[config.mk]
export PLATFORM = sky130hd
export DESIGN_NAME = c_subset_lexer
export DESIGN_NICKNAME = d
export VERILOG_FILES = /design/src/rtl/csl_pkg.sv /design/src/rtl/csl_scan_core.sv /design/src/rtl/c_subset_lexer.sv
export VERILOG_INCLUDE_DIRS = /design/src /design/src/rtl
export SDC_FILE = /design/constraint.sdc
export NUM_CORES = 1
export LEC_CHECK = 0
export BUFFER_PORTS_ARGS = -buffer_cell sky130_fd_sc_hd__buf_2
export CORE_ASPECT_RATIO = 1.4
export CORE_MARGIN = 4
export CORE_UTILIZATION = 55
export CTS_CLUSTER_DIAMETER = 80
export DETAILED_ROUTE_END_ITERATION = 7
export PLACE_DENSITY_LB_ADDON = 0.15
export SYNTH_ARGS = -nofsm -noshare
export SYNTH_HDL_FRONTEND = slang
export SYNTH_SLANG_ARGS = --single-unit
[constraint.sdc]
create_clock -name clock -period 10.4 [get_ports clock]
set_input_delay 1.56 -clock clock [delete_from_list [all_inputs] [get_ports clock]]
set_output_delay 1.56 -clock clock [all_outputs]
set_load 0.03 [all_outputs]
[src/rtl/c_subset_lexer_defines.svh]
// ----------------------------------------------------------------------------
// C subset lexer assertion macros
// Clocked assertion helpers shared by the lexer modules. They use the
// module's clock and reset ports and are empty when SYNTH is defined.
// ----------------------------------------------------------------------------
`ifndef C_SUBSET_LEXER_DEFINES_SVH
`define C_SUBSET_LEXER_DEFINES_SVH
`ifndef SYNTH
`define CSL_ASSERT(label, prop, msg) \
   label: assert property (@(posedge clock) disable iff (reset) prop) else $error(msg);
`define CSL_ASSERT_NEVER(label, expr, msg) \
   label: assert property (@(posedge clock) disable iff (reset) !(expr)) else $error(msg);
`else
`define CSL_ASSERT(label, prop, msg)
`define CSL_ASSERT_NEVER(label, expr, msg)
`endif
`endif

[src/rtl/csl_pkg.sv]
// ----------------------------------------------------------------------------
// C subset lexer package
// Token kinds, scan modes, character codes, keyword table and result types.
// ----------------------------------------------------------------------------
package csl_pkg;

   localparam int MAX_LEXEME_DEF    = 63;
   localparam int POSITION_BITS_DEF = 20;
   localparam int LINE_BITS_DEF     = 16;

   localparam int WINDOW_BYTES = 6;
   localparam int WINDOW_W     = 8 * WINDOW_BYTES;
   localparam int KW_COUNT     = 6;
   localparam int COUNT_BITS   = 8;

   localparam int KIND_W  = 4;
   localparam int KW_W    = 3;
   localparam int CHAR_W  = 8;
   localparam int LINE_W  = 16;
   localparam int START_W = 20;
   localparam int LEN_W   = 6;

   localparam int TDATA_RAW_W = KW_W + CHAR_W + 1 + LINE_W + START_W + LEN_W + 1;
   localparam int TDATA_W     = ((TDATA_RAW_W + 7) / 8) * 8;

   typedef enum logic [KIND_W-1:0] {
      TK_KEYWORD   = 4'd0,
      TK_IDENT     = 4'd1,
      TK_NUMBER    = 4'd2,
      TK_OPERATOR  = 4'd3,
      TK_ASSIGN    = 4'd4,
      TK_SEMICOLON = 4'd5,
      TK_LPAREN    = 4'd6,
      TK_RPAREN    = 4'd7,
      TK_LBRACE    = 4'd8,
      TK_RBRACE    = 4'd9,
      TK_EOF       = 4'd10
   } csl_kind_type;

   typedef enum logic [1:0] {
      MODE_IDLE = 2'd0,
      MODE_WORD = 2'd1,
      MODE_NUM  = 2'd2,
      MODE_REL  = 2'd3
   } csl_mode_type;

   localparam logic [7:0] CH_NL     = 8'h0A;
   localparam logic [7:0] CH_UNDER  = 8'h5F;
   localparam logic [7:0] CH_LT     = 8'h3C;
   localparam logic [7:0] CH_GT     = 8'h3E;
   localparam logic [7:0] CH_BANG   = 8'h21;
   localparam logic [7:0] CH_EQ     = 8'h3D;
   localparam logic [7:0] CH_PLUS   = 8'h2B;
   localparam logic [7:0] CH_MINUS  = 8'h2D;
   localparam logic [7:0] CH_STAR   = 8'h2A;
   localparam logic [7:0] CH_SLASH  = 8'h2F;
   localparam logic [7:0] CH_SEMI   = 8'h3B;
   localparam logic [7:0] CH_LPAREN = 8'h28;
   localparam logic [7:0] CH_RPAREN = 8'h29;
   localparam logic [7:0] CH_LBRACE = 8'h7B;
   localparam logic [7:0] CH_RBRACE = 8'h7D;

   // Keyword text, first character in the lowest byte, zero padded.
   localparam logic [WINDOW_W-1:0] KW_TEXT [KW_COUNT] = '{
      48'h00_00_00_74_6E_69,
      48'h00_74_61_6F_6C_66,
      48'h00_00_00_00_66_69,
      48'h00_00_65_73_6C_65,
      48'h6E_72_75_74_65_72,
      48'h00_65_6C_69_68_77
   };
   localparam logic [COUNT_BITS-1:0] KW_LEN [KW_COUNT] = '{
      8'd3, 8'd5, 8'd2, 8'd4, 8'd6, 8'd5
   };

   typedef struct packed {
      logic            hit;
      logic [KW_W-1:0] idx;
   } csl_kw_type;

   typedef struct packed {
      csl_kind_type       kind;
      logic [KW_W-1:0]    kw_idx;
      logic [CHAR_W-1:0]  op_char;
      logic               op_eq;
      logic [LINE_W-1:0]  line;
      logic [START_W-1:0] start;
      logic [LEN_W-1:0]   len;
      logic               too_long;
      logic               last;
   } csl_res_type;

   typedef struct packed {
      logic [1:0]  count;
      csl_res_type first;
      csl_res_type second;
   } csl_batch_type;

   function automatic logic csl_is_letter(input logic [7:0] c);
      return (c >= 8'h61 && c <= 8'h7A) || (c >= 8'h41 && c <= 8'h5A);
   endfunction

   function automatic logic csl_is_digit(input logic [7:0] c);
      return c >= 8'h30 && c <= 8'h39;
   endfunction

   function automatic logic csl_is_word(input logic [7:0] c);
      return csl_is_letter(c) || csl_is_digit(c) || c == CH_UNDER;
   endfunction

   function automatic logic csl_is_rel(input logic [7:0] c);
      return c == CH_LT || c == CH_GT || c == CH_BANG || c == CH_EQ;
   endfunction

   function automatic csl_kw_type csl_kw_lookup(input logic [WINDOW_W-1:0] win,
                                                input logic [COUNT_BITS-1:0] cnt);
      csl_kw_type res;
      res = '0;
      for (int i = KW_COUNT - 1; i >= 0; i--) begin
         if (win == KW_TEXT[i] && cnt == KW_LEN[i]) begin
            res.hit = 1'b1;
            res.idx = KW_W'(i);
         end
      end
      return res;
   endfunction

endpackage

[src/rtl/csl_scan_core.sv]
// ----------------------------------------------------------------------------
// C subset lexer scan core
// Holds the scan state and turns one byte into up to two finished tokens.
// ----------------------------------------------------------------------------
module csl_scan_core
   import csl_pkg::*;
#(
   parameter int MAX_LEXEME    = MAX_LEXEME_DEF,
   parameter int POSITION_BITS = POSITION_BITS_DEF,
   parameter int LINE_BITS     = LINE_BITS_DEF
) (
   input  logic          clock,
   input  logic          reset,
   input  logic          take,
   input  logic [7:0]    char_code,
   input  logic          end_of_text,
   output csl_batch_type batch
);

`include "c_subset_lexer_defines.svh"

   localparam int CW = $clog2(MAX_LEXEME + 1);

   csl_mode_type         mode_ff, mode_in;
   logic [7:0]           pend_ff, pend_in;
   logic [WINDOW_W-1:0]  win_ff, win_in;
   logic [CW-1:0]        count_ff, count_in;
   logic [POSITION_BITS-1:0] start_ff, start_in;
   logic [POSITION_BITS-1:0] pos_ff, pos_in;
   logic [LINE_BITS-1:0] line_ff, line_in;
   logic                 ovf_ff, ovf_in;

   csl_kw_type           kw;
   csl_res_type          flush_res, single_res, eof_res, rel_eq_res;
   logic                 has_flush, has_single;
   logic [WINDOW_W-1:0]  ext_win;
   logic [CW-1:0]        ext_count;
   logic                 ext_ovf;
   logic [POSITION_BITS-1:0] pos_next;

   always_comb begin
      kw = csl_kw_lookup(win_ff, COUNT_BITS'(count_ff));
      pos_next = pos_ff + POSITION_BITS'(1);

      ext_win   = win_ff;
      ext_count = count_ff;
      ext_ovf   = ovf_ff;
      if (int'(count_ff) < MAX_LEXEME) begin
         for (int i = 0; i < WINDOW_BYTES; i++) begin
            if (int'(count_ff) == i) begin
               ext_win[8*i +: 8] = char_code;
            end
         end
         ext_count = count_ff + CW'(1);
      end else begin
         ext_ovf = 1'b1;
      end

      flush_res       = '0;
      flush_res.line  = LINE_W'(line_ff);
      flush_res.start = START_W'(start_ff);
      has_flush       = 1'b1;
      unique case (mode_ff)
         MODE_WORD: begin
            flush_res.len = LEN_W'(count_ff);
            if (kw.hit && !ovf_ff) begin
               flush_res.kind   = TK_KEYWORD;
               flush_res.kw_idx = kw.idx;
            end else begin
               flush_res.kind     = TK_IDENT;
               flush_res.too_long = ovf_ff;
            end
         end
         MODE_NUM: begin
            flush_res.kind     = TK_NUMBER;
            flush_res.len      = LEN_W'(count_ff);
            flush_res.too_long = ovf_ff;
         end
         MODE_REL: begin
            flush_res.len = LEN_W'(1);
            if (pend_ff == CH_EQ) begin
               flush_res.kind = TK_ASSIGN;
            end else begin
               flush_res.kind    = TK_OPERATOR;
               flush_res.op_char = pend_ff;
            end
         end
         default: begin
            has_flush = 1'b0;
         end
      endcase

      single_res       = '0;
      single_res.line  = LINE_W'(line_ff);
      single_res.start = START_W'(pos_ff);
      single_res.len   = LEN_W'(1);
      has_single       = 1'b1;
      priority if (char_code == CH_PLUS || char_code == CH_MINUS ||
                   char_code == CH_STAR || char_code == CH_SLASH) begin
         single_res.kind    = TK_OPERATOR;
         single_res.op_char = char_code;
      end else if (char_code == CH_SEMI) begin
         single_res.kind = TK_SEMICOLON;
      end else if (char_code == CH_LPAREN) begin
         single_res.kind = TK_LPAREN;
      end else if (char_code == CH_RPAREN) begin
         single_res.kind = TK_RPAREN;
      end else if (char_code == CH_LBRACE) begin
         single_res.kind = TK_LBRACE;
      end else if (char_code == CH_RBRACE) begin
         single_res.kind = TK_RBRACE;
      end else begin
         has_single = 1'b0;
      end

      eof_res       = '0;
      eof_res.kind  = TK_EOF;
      eof_res.line  = LINE_W'(line_ff);
      eof_res.start = START_W'(pos_ff);

      rel_eq_res         = '0;
      rel_eq_res.kind    = TK_OPERATOR;
      rel_eq_res.op_char = pend_ff;
      rel_eq_res.op_eq   = 1'b1;
      rel_eq_res.line    = LINE_W'(line_ff);
      rel_eq_res.start   = START_W'(start_ff);
      rel_eq_res.len     = LEN_W'(2);

      mode_in  = mode_ff;
      pend_in  = pend_ff;
      win_in   = win_ff;
      count_in = count_ff;
      start_in = start_ff;
      pos_in   = pos_ff;
      line_in  = line_ff;
      ovf_in   = ovf_ff;
      batch    = '0;

      if (end_of_text) begin
         if (has_flush) begin
            batch.first  = flush_res;
            batch.second = eof_res;
            batch.count  = 2'd2;
         end else begin
            batch.first = eof_res;
            batch.count = 2'd1;
         end
         mode_in  = MODE_IDLE;
         pend_in  = '0;
         win_in   = '0;
         count_in = '0;
         start_in = '0;
         pos_in   = '0;
         line_in  = LINE_BITS'(1);
         ovf_in   = 1'b0;
      end else if ((mode_ff == MODE_WORD && csl_is_word(char_code)) ||
                   (mode_ff == MODE_NUM && csl_is_digit(char_code))) begin
         win_in   = ext_win;
         count_in = ext_count;
         ovf_in   = ext_ovf;
         pos_in   = pos_next;
      end else if (mode_ff == MODE_REL && char_code == CH_EQ) begin
         batch.first = rel_eq_res;
         batch.count = 2'd1;
         mode_in     = MODE_IDLE;
         pend_in     = '0;
         pos_in      = pos_next;
      end else begin
         mode_in = MODE_IDLE;
         if (mode_ff == MODE_REL) begin
            pend_in = '0;
         end
         priority if (char_code == CH_NL) begin
            if (line_ff != '1) begin
               line_in = line_ff + LINE_BITS'(1);
            end
         end else if (csl_is_letter(char_code) || char_code == CH_UNDER) begin
            mode_in  = MODE_WORD;
            win_in   = {{(WINDOW_W-8){1'b0}}, char_code};
            count_in = CW'(1);
            ovf_in   = 1'b0;
            start_in = pos_ff;
         end else if (csl_is_digit(char_code)) begin
            mode_in  = MODE_NUM;
            win_in   = {{(WINDOW_W-8){1'b0}}, char_code};
            count_in = CW'(1);
            ovf_in   = 1'b0;
            start_in = pos_ff;
         end else if (csl_is_rel(char_code)) begin
            mode_in  = MODE_REL;
            pend_in  = char_code;
            start_in = pos_ff;
         end else begin
            mode_in = MODE_IDLE;
         end
         if (has_flush) begin
            batch.first = flush_res;
            if (has_single) begin
               batch.second = single_res;
               batch.count  = 2'd2;
            end else begin
               batch.count = 2'd1;
            end
         end else if (has_single) begin
            batch.first = single_res;
            batch.count = 2'd1;
         end
         pos_in = pos_next;
      end

      if (batch.count == 2'd1) begin
         batch.first.last = 1'b1;
      end
      if (batch.count == 2'd2) begin
         batch.second.last = 1'b1;
      end
   end

   always_ff @(posedge clock) begin
      if (reset) begin
         mode_ff  <= MODE_IDLE;
         pend_ff  <= '0;
         win_ff   <= '0;
         count_ff <= '0;
         start_ff <= '0;
         pos_ff   <= '0;
         line_ff  <= LINE_BITS'(1);
         ovf_ff   <= 1'b0;
      end else if (take) begin
         mode_ff  <= mode_in;
         pend_ff  <= pend_in;
         win_ff   <= win_in;
         count_ff <= count_in;
         start_ff <= start_in;
         pos_ff   <= pos_in;
         line_ff  <= line_in;
         ovf_ff   <= ovf_in;
      end
   end

   `CSL_ASSERT(a_rel_pending, (mode_ff == MODE_REL) |-> (pend_ff == CH_LT || pend_ff == CH_GT || pend_ff == CH_BANG || pend_ff == CH_EQ), "pending relational byte is not a relational character")
   `CSL_ASSERT(a_ovf_count, ovf_ff |-> (int'(count_ff) == MAX_LEXEME), "length overflow without a saturated count")
   `CSL_ASSERT_NEVER(a_line_zero, line_ff == '0, "line counter reached zero")

endmodule

[src/rtl/c_subset_lexer.sv]
// ----------------------------------------------------------------------------
// C subset lexer
// Byte-serial tokenizer for a small C subset with a two-entry result queue.
// ----------------------------------------------------------------------------
// The req channel carries one source byte per transfer in req_tdata; a transfer
// with req_tlast high marks end of text, its byte is ignored, any pending token
// is flushed and an EOF token follows. The rsp channel carries one token per
// transfer: the kind in rsp_tuser, the other fields in rsp_tdata, and rsp_tlast
// on the final token caused by one input byte.
// The first token a byte yields is visible on rsp the cycle after the byte is
// taken. A byte that completes two tokens (a pending token plus a single
// character token or EOF) delivers them in order from the two queue entries.
// Throughput is one byte per cycle while each byte yields at most one token and
// rsp_tready stays high; a byte yielding two tokens holds req_tready low until
// its first token leaves; the queue drains one token per cycle while
// rsp_tready is high. When the receiver stalls, up to two tokens wait in the
// queue and req_tready stays low until the queue will be empty. Reset empties
// the queue; reset and EOF return the scanner to idle, position zero, line one.
// ----------------------------------------------------------------------------
module c_subset_lexer
   import csl_pkg::*;
#(
   parameter int MAX_LEXEME    = MAX_LEXEME_DEF,
   parameter int POSITION_BITS = POSITION_BITS_DEF,
   parameter int LINE_BITS     = LINE_BITS_DEF
) (
   input  logic               clock,
   input  logic               reset,
   input  logic               req_tvalid,
   output logic               req_tready,
   input  logic [7:0]         req_tdata,   // char_code
   input  logic               req_tlast,   // end_of_text
   output logic               rsp_tvalid,
   input  logic               rsp_tready,
   // keyword_index, operator_char, operator_with_equal, line_number,
   // start_offset, lexeme_length, too_long, zero pad
   output logic [TDATA_W-1:0] rsp_tdata,
   output logic [KIND_W-1:0]  rsp_tuser,   // token_kind
   output logic               rsp_tlast    // last_of_run
);

`include "c_subset_lexer_defines.svh"

   csl_batch_type batch;
   logic          take, pop;
   logic [1:0]    cnt_ff, cnt_in;
   csl_res_type   head_ff, head_in;
   csl_res_type   tail_ff, tail_in;

   assign pop        = rsp_tvalid && rsp_tready;
   assign rsp_tvalid = cnt_ff != 2'd0;
   assign req_tready = (cnt_ff == 2'd0) || (cnt_ff == 2'd1 && rsp_tready);
   assign take       = req_tvalid && req_tready;

   csl_scan_core #(
      .MAX_LEXEME    (MAX_LEXEME),
      .POSITION_BITS (POSITION_BITS),
      .LINE_BITS     (LINE_BITS)
   ) u_core (
      .clock       (clock),
      .reset       (reset),
      .take        (take),
      .char_code   (req_tdata),
      .end_of_text (req_tlast),
      .batch       (batch)
   );

   always_comb begin
      cnt_in  = cnt_ff;
      head_in = head_ff;
      tail_in = tail_ff;
      if (take) begin
         cnt_in  = batch.count;
         head_in = batch.first;
         tail_in = batch.second;
      end else if (pop) begin
         cnt_in  = cnt_ff - 2'd1;
         head_in = tail_ff;
      end
   end

   always_ff @(posedge clock) begin
      if (reset) begin
         cnt_ff <= 2'd0;
      end else begin
         cnt_ff <= cnt_in;
      end
   end

   always_ff @(posedge clock) begin
      head_ff <= head_in;
      tail_ff <= tail_in;
   end

   assign rsp_tdata = TDATA_W'({head_ff.too_long, head_ff.len, head_ff.start,
                                head_ff.line, head_ff.op_eq, head_ff.op_char,
                                head_ff.kw_idx});
   assign rsp_tuser = head_ff.kind;
   assign rsp_tlast = head_ff.last;

   `CSL_ASSERT(a_eof_queued, (take && req_tlast) |=> (rsp_tvalid && ((cnt_ff == 2'd1 && head_ff.kind == TK_EOF) || (cnt_ff == 2'd2 && tail_ff.kind == TK_EOF))), "end of text did not queue an EOF token")
   `CSL_ASSERT(a_pair_order, (cnt_ff == 2'd2) |-> (!head_ff.last && tail_ff.last), "token pair carries the last mark on the wrong entry")
   `CSL_ASSERT_NEVER(a_cnt_range, cnt_ff == 2'd3, "result queue holds more than two tokens")

endmodule

### Word level (Yosys, flattened, before mapping)

Cells that the tools add are included.

* reduce and logical (&&, ||, !) cells: 50
* muxes and demuxes: 101
* $lt $le $gt $ge: 7
* $add $sub $neg: 4
* equality and inequality tests: 52

Operator list (number)
* $mux 60: 6
* $mux 48: 7
* $mux 122: 2
* $mux 62: 3
* $mux 20: 8
* $mux 8: 17
* $eq 48x39->1 const B: 2
* $eq 8x6->1 const B: 12
* $mux 16: 5
* $mux 61: 1
* $eq 48x15->1 const B: 1
* $eq 48x23->1 const B: 1
* $eq 48x31->1 const B: 1
* $eq 48x47->1 const B: 1
* $mux 4: 12
* $mux 6: 7
* $reduce_and 6->1: 6
* $eq 6x3->1 const B: 5
* $ne 3x2->1 const B: 9
* $eq 8x7->1 const B: 3
* $add 20x1->20 const B: 1
* $mux 2: 10
* $reduce_and 5->1: 4
* $eq 6x2->1 const B: 3
* 30 further kinds: 87

* logic and storage cells: 246
* bits in registers: 243

### Depth between registers and ports, before layout

Gate-level depths: netlist of the first run.

* depth in word-level cells: 18
* gate-level depth with buffers: 11
* mapped depth without buffers: 10

### Modules after synthesis

A second synthesis of the first run with hierarchy kept.

* cells, all modules: 1115
* area, all modules: 11974.0 um^2

Modules (own cells, without submodules)
* csl_scan_core: area each 7229.4 um^2, sequential area each 2422.3 um^2, instances 1, cells each 908
* c_subset_lexer: area each 4744.6 um^2, sequential area each 3643.5 um^2, instances 1, cells each 207

### Worst setup path before layout of the first run

No wires, ideal clock.

* kind: input to register
* start: in rsp_tready
* end: reg tail_ff[0] (netlist bit), enable pin
* path buffers: 2
* arrival time: 4235 ps
* required time: 9966 ps
* setup time: 434 ps
* setup slack: 5731 ps
* stages on the path: 5
* path through: a21o_1 -> nand2_1 -> inv_1 -> clkbuf_1 -> clkbuf_1

* longest elaborated chain between the ends: 3

RTL lines
* from (decl): line c_subset_lexer.sv:34 `input logic rsp_tready,`
* $logic_and 1x1->1: line c_subset_lexer.sv:52 `assign req_tready = (cnt_ff == 2'd0) || (cnt_ff == 2'd1 && rsp_tready);`
* $logic_or 1x1->1: line c_subset_lexer.sv:52
* $logic_and 1x1->1: line c_subset_lexer.sv:53 `assign take = req_tvalid && req_tready;`
* net take: line c_subset_lexer.sv:45 `logic take, pop;`
* to (signal assigned): line c_subset_lexer.sv:92 `tail_ff <= tail_in;`
* to (decl): line c_subset_lexer.sv:48 `csl_res_type tail_ff, tail_in;`

The timed path passes the listed nets, and every way through them passes these cells.
A chain may end at the register's enable or synchronous reset.

==> results of run 1 <==
==> final timing paths <==
kind,end,startpoint
worst max-delay path,tail_ff[11],req_tdata[3]
worst min-delay path,u_core.win_ff[14],u_core.win_ff[14]
worst max register to register,u_core.win_ff[0],cnt_ff[0]
worst min register to register,u_core.win_ff[14],u_core.win_ff[14]
==> cell type report <==
cell class	count	area, sq um
fillers	1596	7220
repair buffers	83	438
clock inverters	7	111
inverters	16	60.1
flip-flops and latches	233	5770
multi-input cells	741	4750
well taps	248	310
clock buffers	34	637
==> per-stage QoR <==
step	std cells	area [sq um]	hold WS, ns
floorplan	1066	10900	0.444
global placement	1321	11300	0.457
detailed placement	1321	11300	0.458
CTS	1362	12100	0.471
global route	1362	12100	0.510
finish	1362	12100	0.470
==> worst reg2reg max path: stages (launching register included) <==
cell	delay, ns
dfxtp_1	0.31
inv_1	0.09
ha_1	0.22
a21o_1	0.13
nand2_2	0.07
inv_2	0.07
buf_4	0.74
o21ai_4	0.27
a21oi_1	0.81
mux2i_1	0.27
nor2_1	0.05
==> metal layers <==
metal | GRT usage | vias up | wire [microns]
met3 | 0.0261 | 64 | 1350
met2 | 0.416 | 245 | 13600
li1 | - | 3986 | -
met1 | 0.297 | 4045 | 10600
met4 | 0.0859 | 0 | 863
met5 | 0 | - | 0
==> synthesized netlist by cell type, types with 4 or more instances <==
master | count | share of area
nor4bb_1 | 6 | 0.0055
xnor2_1 | 8 | 0.0064
or3_1 | 7 | 0.0040
a22o_1 | 50 | 0.040
a21o_1 | 6 | 0.0041
nand4_1 | 15 | 0.0086
nor3b_1 | 4 | 0.0028
edfxtp_1 | 110 | 0.30
and3_1 | 21 | 0.012
nand2b_1 | 31 | 0.018
a22oi_1 | 20 | 0.014
and4_1 | 7 | 0.0056
a31oi_1 | 4 | 0.0023
buf_2 | 14 | 0.0064
nor2_1 | 70 | 0.024
o21ai_0 | 63 | 0.029
inv_1 | 16 | 0.0055
o21ai_1 | 4 | 0.0018
and2_1 | 51 | 0.029
xor2_1 | 23 | 0.019
or4_1 | 5 | 0.0035
dfxtp_1 | 123 | 0.23
nand2_1 | 57 | 0.020
nor4_1 | 9 | 0.0052
mux2i_1 | 20 | 0.018
clkbuf_1 | 56 | 0.019
nor2b_1 | 7 | 0.0040
nor3_1 | 41 | 0.019
o31ai_1 | 4 | 0.0028
a21oi_1 | 57 | 0.026
a21oi_2 | 5 | 0.0040
nor4b_1 | 4 | 0.0032
ha_1 | 13 | 0.015
nand4b_1 | 6 | 0.0048
nand3_1 | 58 | 0.027
==> logic make-up (layout without fill, tap and decap cells) <==
family,count (synthesis),count (layout)
mux,22,22
other cells,1,4
flops,233,233
fa+ha+maj,14,14
buf+inv,92,140
xor+xnor,31,31
compound gates,245,245
simple gates,425,425
==> sequential cells by signal (all words and copies together) (netlist names), 4 cells and up <==
name	flops
u_core.pend_ff	8
rsp_tuser	4
tail_ff	50
u_core.pos_ff	20
u_core.win_ff	48
u_core.start_ff	20
u_core.count_ff	6
rsp_tdata	55
u_core.line_ff	16
==> power breakdown <==
group	total [mW]	switching [mW]	internal, mW
Clock	0.836	0.338	0.498
Combinational	0.364	0.277	0.0864
Sequential	1.09	0.0262	1.06
==> flow_metrics.py, run 1 <==
metrics = {
    "worst_setup_path": {
        "slowest_delay_ns": 0.58,
        "path_class": "in2reg",
        "required_ns": 10.77,
        "cp-end-kind": "register",
        "r2r_cells": 10,
        "worst-path-buf-inv": 1,
        "start_kind": "input pin",
        "cp.depth": 8,
        "critical_path.max_fanout": 35,
        "crit_slowest_cell": "nor2_4",
        "arrival_ns": 4.22,
        "crit_chain": "buf_2 > nand3b_1 > a2111o_1 > and3_1 > nor2_2 > nor2_1 > nor2_4 > and2_1",
        "ff2ff_setup_slack_ns": 7.25,
        "crit_family": "simple AND/OR/NAND/NOR gates",
    },
    "placed_design": {
        "gp_congestion": 0.896,
        "portBuffers": 74,
        "dp_slack_ns": 6.11,
        "hpwlAfterDp_microns": 17000,
    },
    "sta": {
        "setup-violations-final": 0,
        "fmax_mhz": 260,
        "setup_slack_ns": 6.55,
        "worst_slew_pin_slew_ns": 1.23,
        "maxSlewViolCount": 0,
        "fin_crit_ns": 3.85,
        "hold_viol": 0,
        "timing.final.crit_share": 0.370,
        "relSlewSlack": 0.179,
        "fin_worst_skew_ns": 0.0137,
        "rsz0062_at_grt": "false",
        "finalSetupTns_ns": 0,
    },
    "global_routing": {
        "overflow": 0,
        "antenna_found_initial": 0,
        "grt_pass1_vias": 8146,
        "grt_pass1_wl_microns": 42800,
        "track_usage": 0.236,
        "grt_max_degree": 82,
    },
    "routing": {
        "vias": 8340,
        "antenna_left": 0,
        "vias_per_cell": 6.12,
        "wl_microns": 26400,
        "drc_errors": 0,
        "routedWlPerCell_microns": 19.4,
        "drt_iter0_drc": 719,
        "dr.pass1.iters": 5,
    },
    "synth": {
        "synth_fa_ha_area_frac": 0.0159,
        "synth_xor_area_frac": 0.0250,
        "synth.area.mux_share": 0.0205,
        "ys_async_sr_fraction": 0,
        "ys_seq_area_frac": 0.531,
        "synthSimpleGateAreaFrac": 0.219,
        "synth_warnings": 0,
        "synth_compound_area_frac": 0.154,
        "synthCells": 1063,
        "syn_avg_cell_area_sq_um": 10.2,
        "yosysUniqueCellTypes": 79,
        "netlist_area_sq_um": 10900,
        "ys_ff_latch": 233,
        "synthFlopType": "dfxtp_1",
        "synth_edf_count": 110,
        "synth_top_family_by_area": "simple AND/OR/NAND/NOR gates",
    },
    "cts": {
        "cts_buffers": 23,
        "post_cts_resized": 0,
        "cts_setup_buffers": 0,
        "cts_hold_buf": 0,
        "htreeDepth": 1,
        "cts.sinks": 233,
        "cts_buffer_depth": 3,
        "clk_pin_slew_ns": 0.06,
        "root_buffer": "clkbuf_16",
        "cts_tree": "built",
        "insertion_delay_ns": 0.51,
    },
    "finish": {
        "final_util": 0.626,
        "syn_to_final_growth_pct": 11.1,
        "final_common_cell": "dfxtp_1",
        "drive_gt1_frac": 0.130,
        "antennaDiodeCount": 0,
        "fin_nets": 1124,
        "mostFrequentLayoutCells": "dfxtp_1, edfxtp_1, buf_2",
    },
    "job": {
        "drv_cap": 0,
    },
    "pwr": {
        "ir_drop_mv": 0.149,
        "finalPower_mw": 2.29,
        "p_leak_nw": 4.50,
        "p_per_area_nw_per_um2": 190,
    },
    "floorplanning": {
        "die_height_microns": 174,
        "die_w_microns": 127,
        "die_area_sq_um": 22100,
        "io_pins": 76,
        "core-area_sq_um": 19300,
        "initial_core_util": 0.563,
        "num_rows": 60,
    },
    "run_status": {
        "status": "completed",
    },
    "hold_path": {
        "whs_path_depth": 2,
        "hp-class": "reg2reg",
    },
}
Power figures use the tool's default switching activity.
==> inputs of run 2 (changes only) <==
Clock period 10.4 ns to 3.5 ns, I/O delays scaled along.
==> flow_metrics.py, run 2 (same netlist as run 1, synthesis figures left out) <==
metrics = {
    "cts": {
        "clk_pin_slew_ns": 0.07,
        "cts_setup_buffers": 0,
        "cts_buffer_depth": 3,
        "cts.sinks": 233,
        "htreeDepth": 1,
        "root_buffer": "clkbuf_16",
        "insertion_delay_ns": 0.52,
        "cts_buffers": 23,
        "cts_hold_buf": 0,
        "post_cts_resized": 0,
        "cts_tree": "built",
    },
    "sta": {
        "worst_slew_pin_slew_ns": 0.858,
        "setup-violations-final": 0,
        "finalSetupTns_ns": 0,
        "timing.final.crit_share": 0.755,
        "setup_slack_ns": 0.856,
        "fin_worst_skew_ns": 0.0292,
        "maxSlewViolCount": 0,
        "fmax_mhz": 378,
        "rsz0062_at_grt": "false",
        "fin_crit_ns": 2.64,
        "relSlewSlack": 0.428,
        "hold_viol": 0,
    },
    "worst_setup_path": {
        "start_kind": "register",
        "worst-path-buf-inv": 1,
        "r2r_cells": 9,
        "required_ns": 3.88,
        "crit_family": "compound AO/OA/AOI/OAI gates",
        "crit_chain": "inv_1 > ha_1 > nor2_1 > and4b_1 > a31o_4 > nand2_4 > nand2_4 > a31oi_4 > a22o_1",
        "arrival_ns": 3.02,
        "r2r-start": "u_core.mode_ff[1]",
        "reg2reg_to": "rsp_tdata[26]",
        "cp-end-kind": "register",
        "cp_common_cell": "nand2_4",
        "ff2ff_setup_slack_ns": 0.86,
        "crit_slowest_cell": "a31oi_4",
        "slowest_delay_ns": 0.50,
        "path_class": "reg2reg",
        "critical_path.max_fanout": 16,
    },
    "routing": {
        "drc_errors": 0,
        "antenna_left": 0,
        "drt_iter0_drc": 705,
        "vias_per_cell": 6.10,
        "vias": 8405,
        "dr.pass1.iters": 8,
        "routedWlPerCell_microns": 19.6,
        "wl_microns": 27000,
    },
    "hold_path": {
        "whs_path_depth": 3,
        "hp-class": "in2reg",
        "hold_path.startpoint": "req_tdata[5]",
        "holdPathEnd": "u_core.win_ff[29]",
    },
    "placed_design": {
        "dp.cells": 1338,
        "portBuffers": 74,
        "dp_slack_ns": 0.493,
        "hpwlAfterDp_microns": 17800,
        "gp_congestion": 0.911,
    },
    "floorplanning": {
        "num_rows": 60,
        "initial_core_util": 0.563,
        "die_w_microns": 127,
        "die_height_microns": 174,
        "die_area_sq_um": 22100,
        "io_pins": 76,
        "core-area_sq_um": 19300,
    },
    "finish": {
        "antennaDiodeCount": 0,
        "largest_register_ffs": 55,
        "syn_to_final_growth_pct": 11.9,
        "n_fill_cell": 1555,
        "final_common_cell": "dfxtp_1",
        "mostFrequentLayoutCells": "dfxtp_1, edfxtp_1, buf_2",
        "multi_input_area_sq_um": 4750,
        "seq_area_sq_um": 5770,
        "stdcell_count": 1378,
        "fin_nets": 1141,
        "drive_gt1_frac": 0.144,
    },
    "pwr": {
        "p_leak_nw": 4.56,
        "p_per_area_nw_per_um2": 551,
        "ir_drop_mv": 0.403,
    },
    "global_routing": {
        "grt_pass1_wl_microns": 43100,
        "antenna_found_initial": 0,
        "grt_max_degree": 82,
        "grt_pass1_vias": 8186,
        "overflow": 0,
        "track_usage": 0.238,
    },
    "job": {
        "drv_cap": 0,
    },
    "run_status": {
        "status": "completed",
    },
}
==> run 2: report_power, final <==
group / switching, mW / total (mW) / internal, mW / leakage, nW
combinational: 0.837 / 1.12 / 0.278 / 2.12
sequential: 0.0773 / 3.23 / 3.15 / 2.10
clock: 1.02 / 2.35 / 1.33 / 0.349
total: 1.93 / 6.69 / 4.76 / 4.56
==> run 2: worst max-delay path by stage <==
stage	start	to	slack (ns)	cells after the start
CTS	u_core.mode_ff[1]	rsp_tdata[15]	0.85	9
global route	u_core.mode_ff[1]	rsp_tdata[26]	0.71	9
detailed placement	req_tdata[2]	tail_ff[18]	0.49	9
finish	u_core.mode_ff[1]	rsp_tdata[26]	0.86	9
floorplan	cnt_ff[0]	rsp_tdata[10]	0.66	9
global placement	req_tdata[3]	rsp_tdata[34]	0.53	7
==> run 2: layout make-up <==
cell class                 instances  area share
sequential                       233       0.474
multi-input combinational        741       0.390
clock buffer                      33      0.0555
timing repair buffer             100      0.0465
tap                              248      0.0255
inverter                          16     0.00494
clock inverter                     7     0.00288
==> run 2: metal layers <==
layer / track usage / vias to the layer above / share of wire
met5: 0 / - / 0
met4: 0.0894 / 0 / 0.032
met3: 0.0295 / 67 / 0.053
met2: 0.420 / 289 / 0.51
met1: 0.297 / 4034 / 0.41
li1: - / 4015 / -
==> run 2: worst reg2reg max path, cell delays in order (launching register included) <==
cell,delay (ns)
dfxtp_1,0.38
inv_1,0.10
ha_1,0.31
nor2_1,0.18
and4b_1,0.26
a31o_4,0.25
nand2_4,0.16
nand2_4,0.15
a31oi_4,0.50
a22o_1,0.22
==> run 2: metrics by stage <==
step	hold slack, ns	instance area [sq um]	utilization	total power, mW
after floorplan	0.444	10900	-	4.05
after detailed placement	0.466	11400	0.593	4.40
after global placement	0.461	11400	0.593	4.39
after global routing	0.417	12200	0.630	6.96
final	0.433	12200	0.630	6.69
after CTS	0.400	12200	0.630	6.75
==> inputs of run 3 (changes only) <==
Settings changed: ABC_AREA from default to 1.
Clock period 3.5 ns to 2.2 ns, I/O delays scaled along.
==> flow_metrics.py, run 3 <==
metrics = {
    "floorplanning": {
        "initial_core_util": 0.564,
        "io_pins": 76,
        "die_height_microns": 183,
        "die_area_sq_um": 24500,
        "num_rows": 63,
        "die_w_microns": 133,
        "core-area_sq_um": 21400,
    },
    "worst_setup_path": {
        "crit_chain": "inv_1 > nand2_1 > nor2_1 > nand3_1 > nor2_1 > nand3b_1 > nand2_1 > inv_1 > nand2_1 > nand2_1 > nand2_1 > nand2_1 > nand2_1 > nand2_1",
        "cp-end-kind": "register",
        "r2r-start": "u_core.win_ff[3]",
        "crit_slowest_cell": "dfxtp_1",
        "start_kind": "register",
        "cp.depth": 14,
        "critical_path.max_fanout": 4,
        "reg2reg_to": "rsp_tuser[0]",
        "arrival_ns": 2.34,
        "crit_family": "simple AND/OR/NAND/NOR gates",
        "required_ns": 2.47,
        "ff2ff_setup_slack_ns": 0.14,
        "worst-path-buf-inv": 2,
        "slowest_delay_ns": 0.38,
        "path_class": "reg2reg",
        "cp_common_cell": "nand2_1",
        "r2r_cells": 14,
    },
    "finish": {
        "stdcell_count": 2065,
        "syn_to_final_growth_pct": 18.7,
        "fin_nets": 1781,
        "largest_register_ffs": 55,
        "antennaDiodeCount": 0,
        "mostFrequentLayoutCells": "nand2_1, nor2_1, inv_1",
        "final_common_cell": "nand2_1",
        "drive_gt1_frac": 0.149,
    },
    "routing": {
        "routedWlPerCell_microns": 16.4,
        "antenna_left": 0,
        "vias": 11300,
        "drc_errors": 0,
        "dr.pass1.iters": 6,
        "drt_iter0_drc": 1004,
        "wl_microns": 33900,
        "vias_per_cell": 5.48,
    },
    "pwr": {
        "finalPower_mw": 17.2,
        "power_frac_clock": 0.242,
        "ir_drop_mv": 1.03,
        "p_per_area_nw_per_um2": 1200,
        "intPower_mw": 10.5,
        "switchingPower_mw": 6.69,
        "p_leak_nw": 6.12,
        "swShare": 0.390,
        "seq_power_share": 0.385,
        "p_comb_frac": 0.372,
    },
    "synth": {
        "ys_ff_latch": 233,
        "yosysMostFrequentCell": "nand2_1",
        "synth_top_area_share": 0.273,
        "yosysUniqueCellTypes": 43,
        "synth_warnings": 0,
        "syn_avg_cell_area_sq_um": 7.40,
        "netlist_area_sq_um": 12100,
        "synth_commonest_cells": "nand2_1, nor2_1, inv_1",
        "netlist.top_cell.by_area": "edfxtp_1",
        "ys_seq_area_frac": 0.477,
        "ys_async_sr_fraction": 0,
        "synth_edf_count": 110,
        "synthCells": 1634,
        "synthFlopType": "dfxtp_1",
        "yosys-top-cells-area": "edfxtp_1, dfxtp_1, nand2_1",
    },
    "sta": {
        "hold_viol": 0,
        "timing.final.crit_share": 0.938,
        "fin_worst_skew_ns": 0.0158,
        "fmax_mhz": 485,
        "maxSlewViolCount": 0,
        "setup-violations-final": 0,
        "rsz0062_at_grt": "true",
        "hold_ws_ns": 0.202,
        "finalSetupTns_ns": 0,
        "fin_crit_ns": 2.06,
        "setup_slack_ns": 0.137,
    },
    "global_routing": {
        "grt_max_degree": 53,
        "track_usage": 0.277,
        "antenna_found_initial": 0,
        "overflow": 0,
        "grt_pass1_vias": 10800,
        "grt_pass1_wl_microns": 55500,
    },
    "placed_design": {
        "dp_slack_ns": -0.0185,
        "portBuffers": 74,
        "gp_congestion": 1.04,
        "hpwlAfterDp_microns": 23600,
        "dp.cells": 2018,
    },
    "cts": {
        "cts_tree": "built",
        "insertion_delay_ns": 0.52,
        "clk_pin_slew_ns": 0.06,
        "root_buffer": "clkbuf_16",
        "cts_buffer_depth": 3,
        "htreeDepth": 1,
        "cts.sinks": 233,
        "cts_buffers": 24,
    },
    "job": {
        "drv_cap": 0,
    },
    "run_status": {
        "status": "completed",
    },
    "hold_path": {
        "holdPathEnd": "u_core.win_ff[37]",
        "hp-class": "in2reg",
        "whs_path_depth": 4,
        "hold_path.startpoint": "reset",
    },
}
[run 3: cell count changes in the layout (fill, tap and decap cells not counted), moves of 31 or more]
cell	change
and2_1	-51
inv_1	+127
nor2_1	+220
nand2b_1	-31
a22o_1	-50
buf_4	+45
nand2_1	+361
nand3_1	+80
[run 3: timing repair]
action,CTS,global route
buffers inserted,0,3
hold buffers,0,0
gates resized for setup,0,26
setup endpoints to repair,0,58
[run 3: routing by layer]
metal / wire length (microns) / track usage / up-vias
met3: 2070 / 0.0348 / 83
met4: 1380 / 0.118 / 0
met1: 13100 / 0.331 / 5216
li1: - / - / 5620
met5: 0 / 0 / -
met2: 17300 / 0.503 / 405
[run 3: cell families (layout without fill, tap and decap cells)]
family / count (synthesis) / in the layout / share of synthesized area
adders and majority gates: 13 / 13 / 0.0134
AOI/OAI and AO/OA: 201 / 201 / 0.0988
buffers and inverters: 229 / 365 / 0.0768
xor gates and xnor gates: 7 / 7 / 0.00507
other: 1 / 4 / 0.000310
DFF: 233 / 233 / 0.477
and+or+nand+nor: 950 / 950 / 0.329
[run 3: power by group through the flow]
stage,Combinational [mW],Clock (mW),Sequential [mW]
final,6.40,4.16,6.62
after global routing,7.01,4.40,6.76
after CTS,6.36,4.23,6.62
after detailed placement,6.32,0,6.69
after global placement,6.24,0,6.66
after floorplan,2.99,0,7.75
[run 3: metrics by stage]
stage | instance area [sq um] | util
2_1_floorplan | 12100 | -
3_5_place_dp | 13400 | 0.627
5_1_grt | 14400 | 0.670
3_3_place_gp | 13400 | 0.627
4_1_cts | 14200 | 0.664
6_report | 14400 | 0.670
[run 3: worst max path at each step]
stage                       start                 to  slack [ns]
6_report         u_core.win_ff[3]       rsp_tuser[0]        0.14
5_1_grt        u_core.count_ff[4]       rsp_tuser[0]      0.0007
4_1_cts         u_core.mode_ff[0]        tail_ff[46]        0.02
3_5_place_dp         req_tdata[1]  u_core.win_ff[29]       -0.02
3_3_place_gp         req_tdata[1]       rsp_tdata[7]        0.03
2_1_floorplan           cnt_ff[0]      rsp_tdata[29]        0.14
[run 3: area by class of cell]
cell class,count,area (sq um)
multi-input combinational,1175,5510
clock buffer,30,654
inverter,155,584
clock inverter,14,146
timing repair buffer,166,1320
tap,292,365
fill,1866,7080
sequential,233,5770
[run 3: worst register-to-register path, stage by stage, from the launching register on]
cell and delay [ns]:
dfxtp_1 0.38, inv_1 0.11, nand2_1 0.11, nor2_1 0.23
nand3_1 0.12, nor2_1 0.10, nand3b_1 0.11, nand2_1 0.07
inv_1 0.05, nand2_1 0.09, nand2_1 0.11, nand2_1 0.12
nand2_1 0.09, nand2_1 0.06, nand2_1 0.06
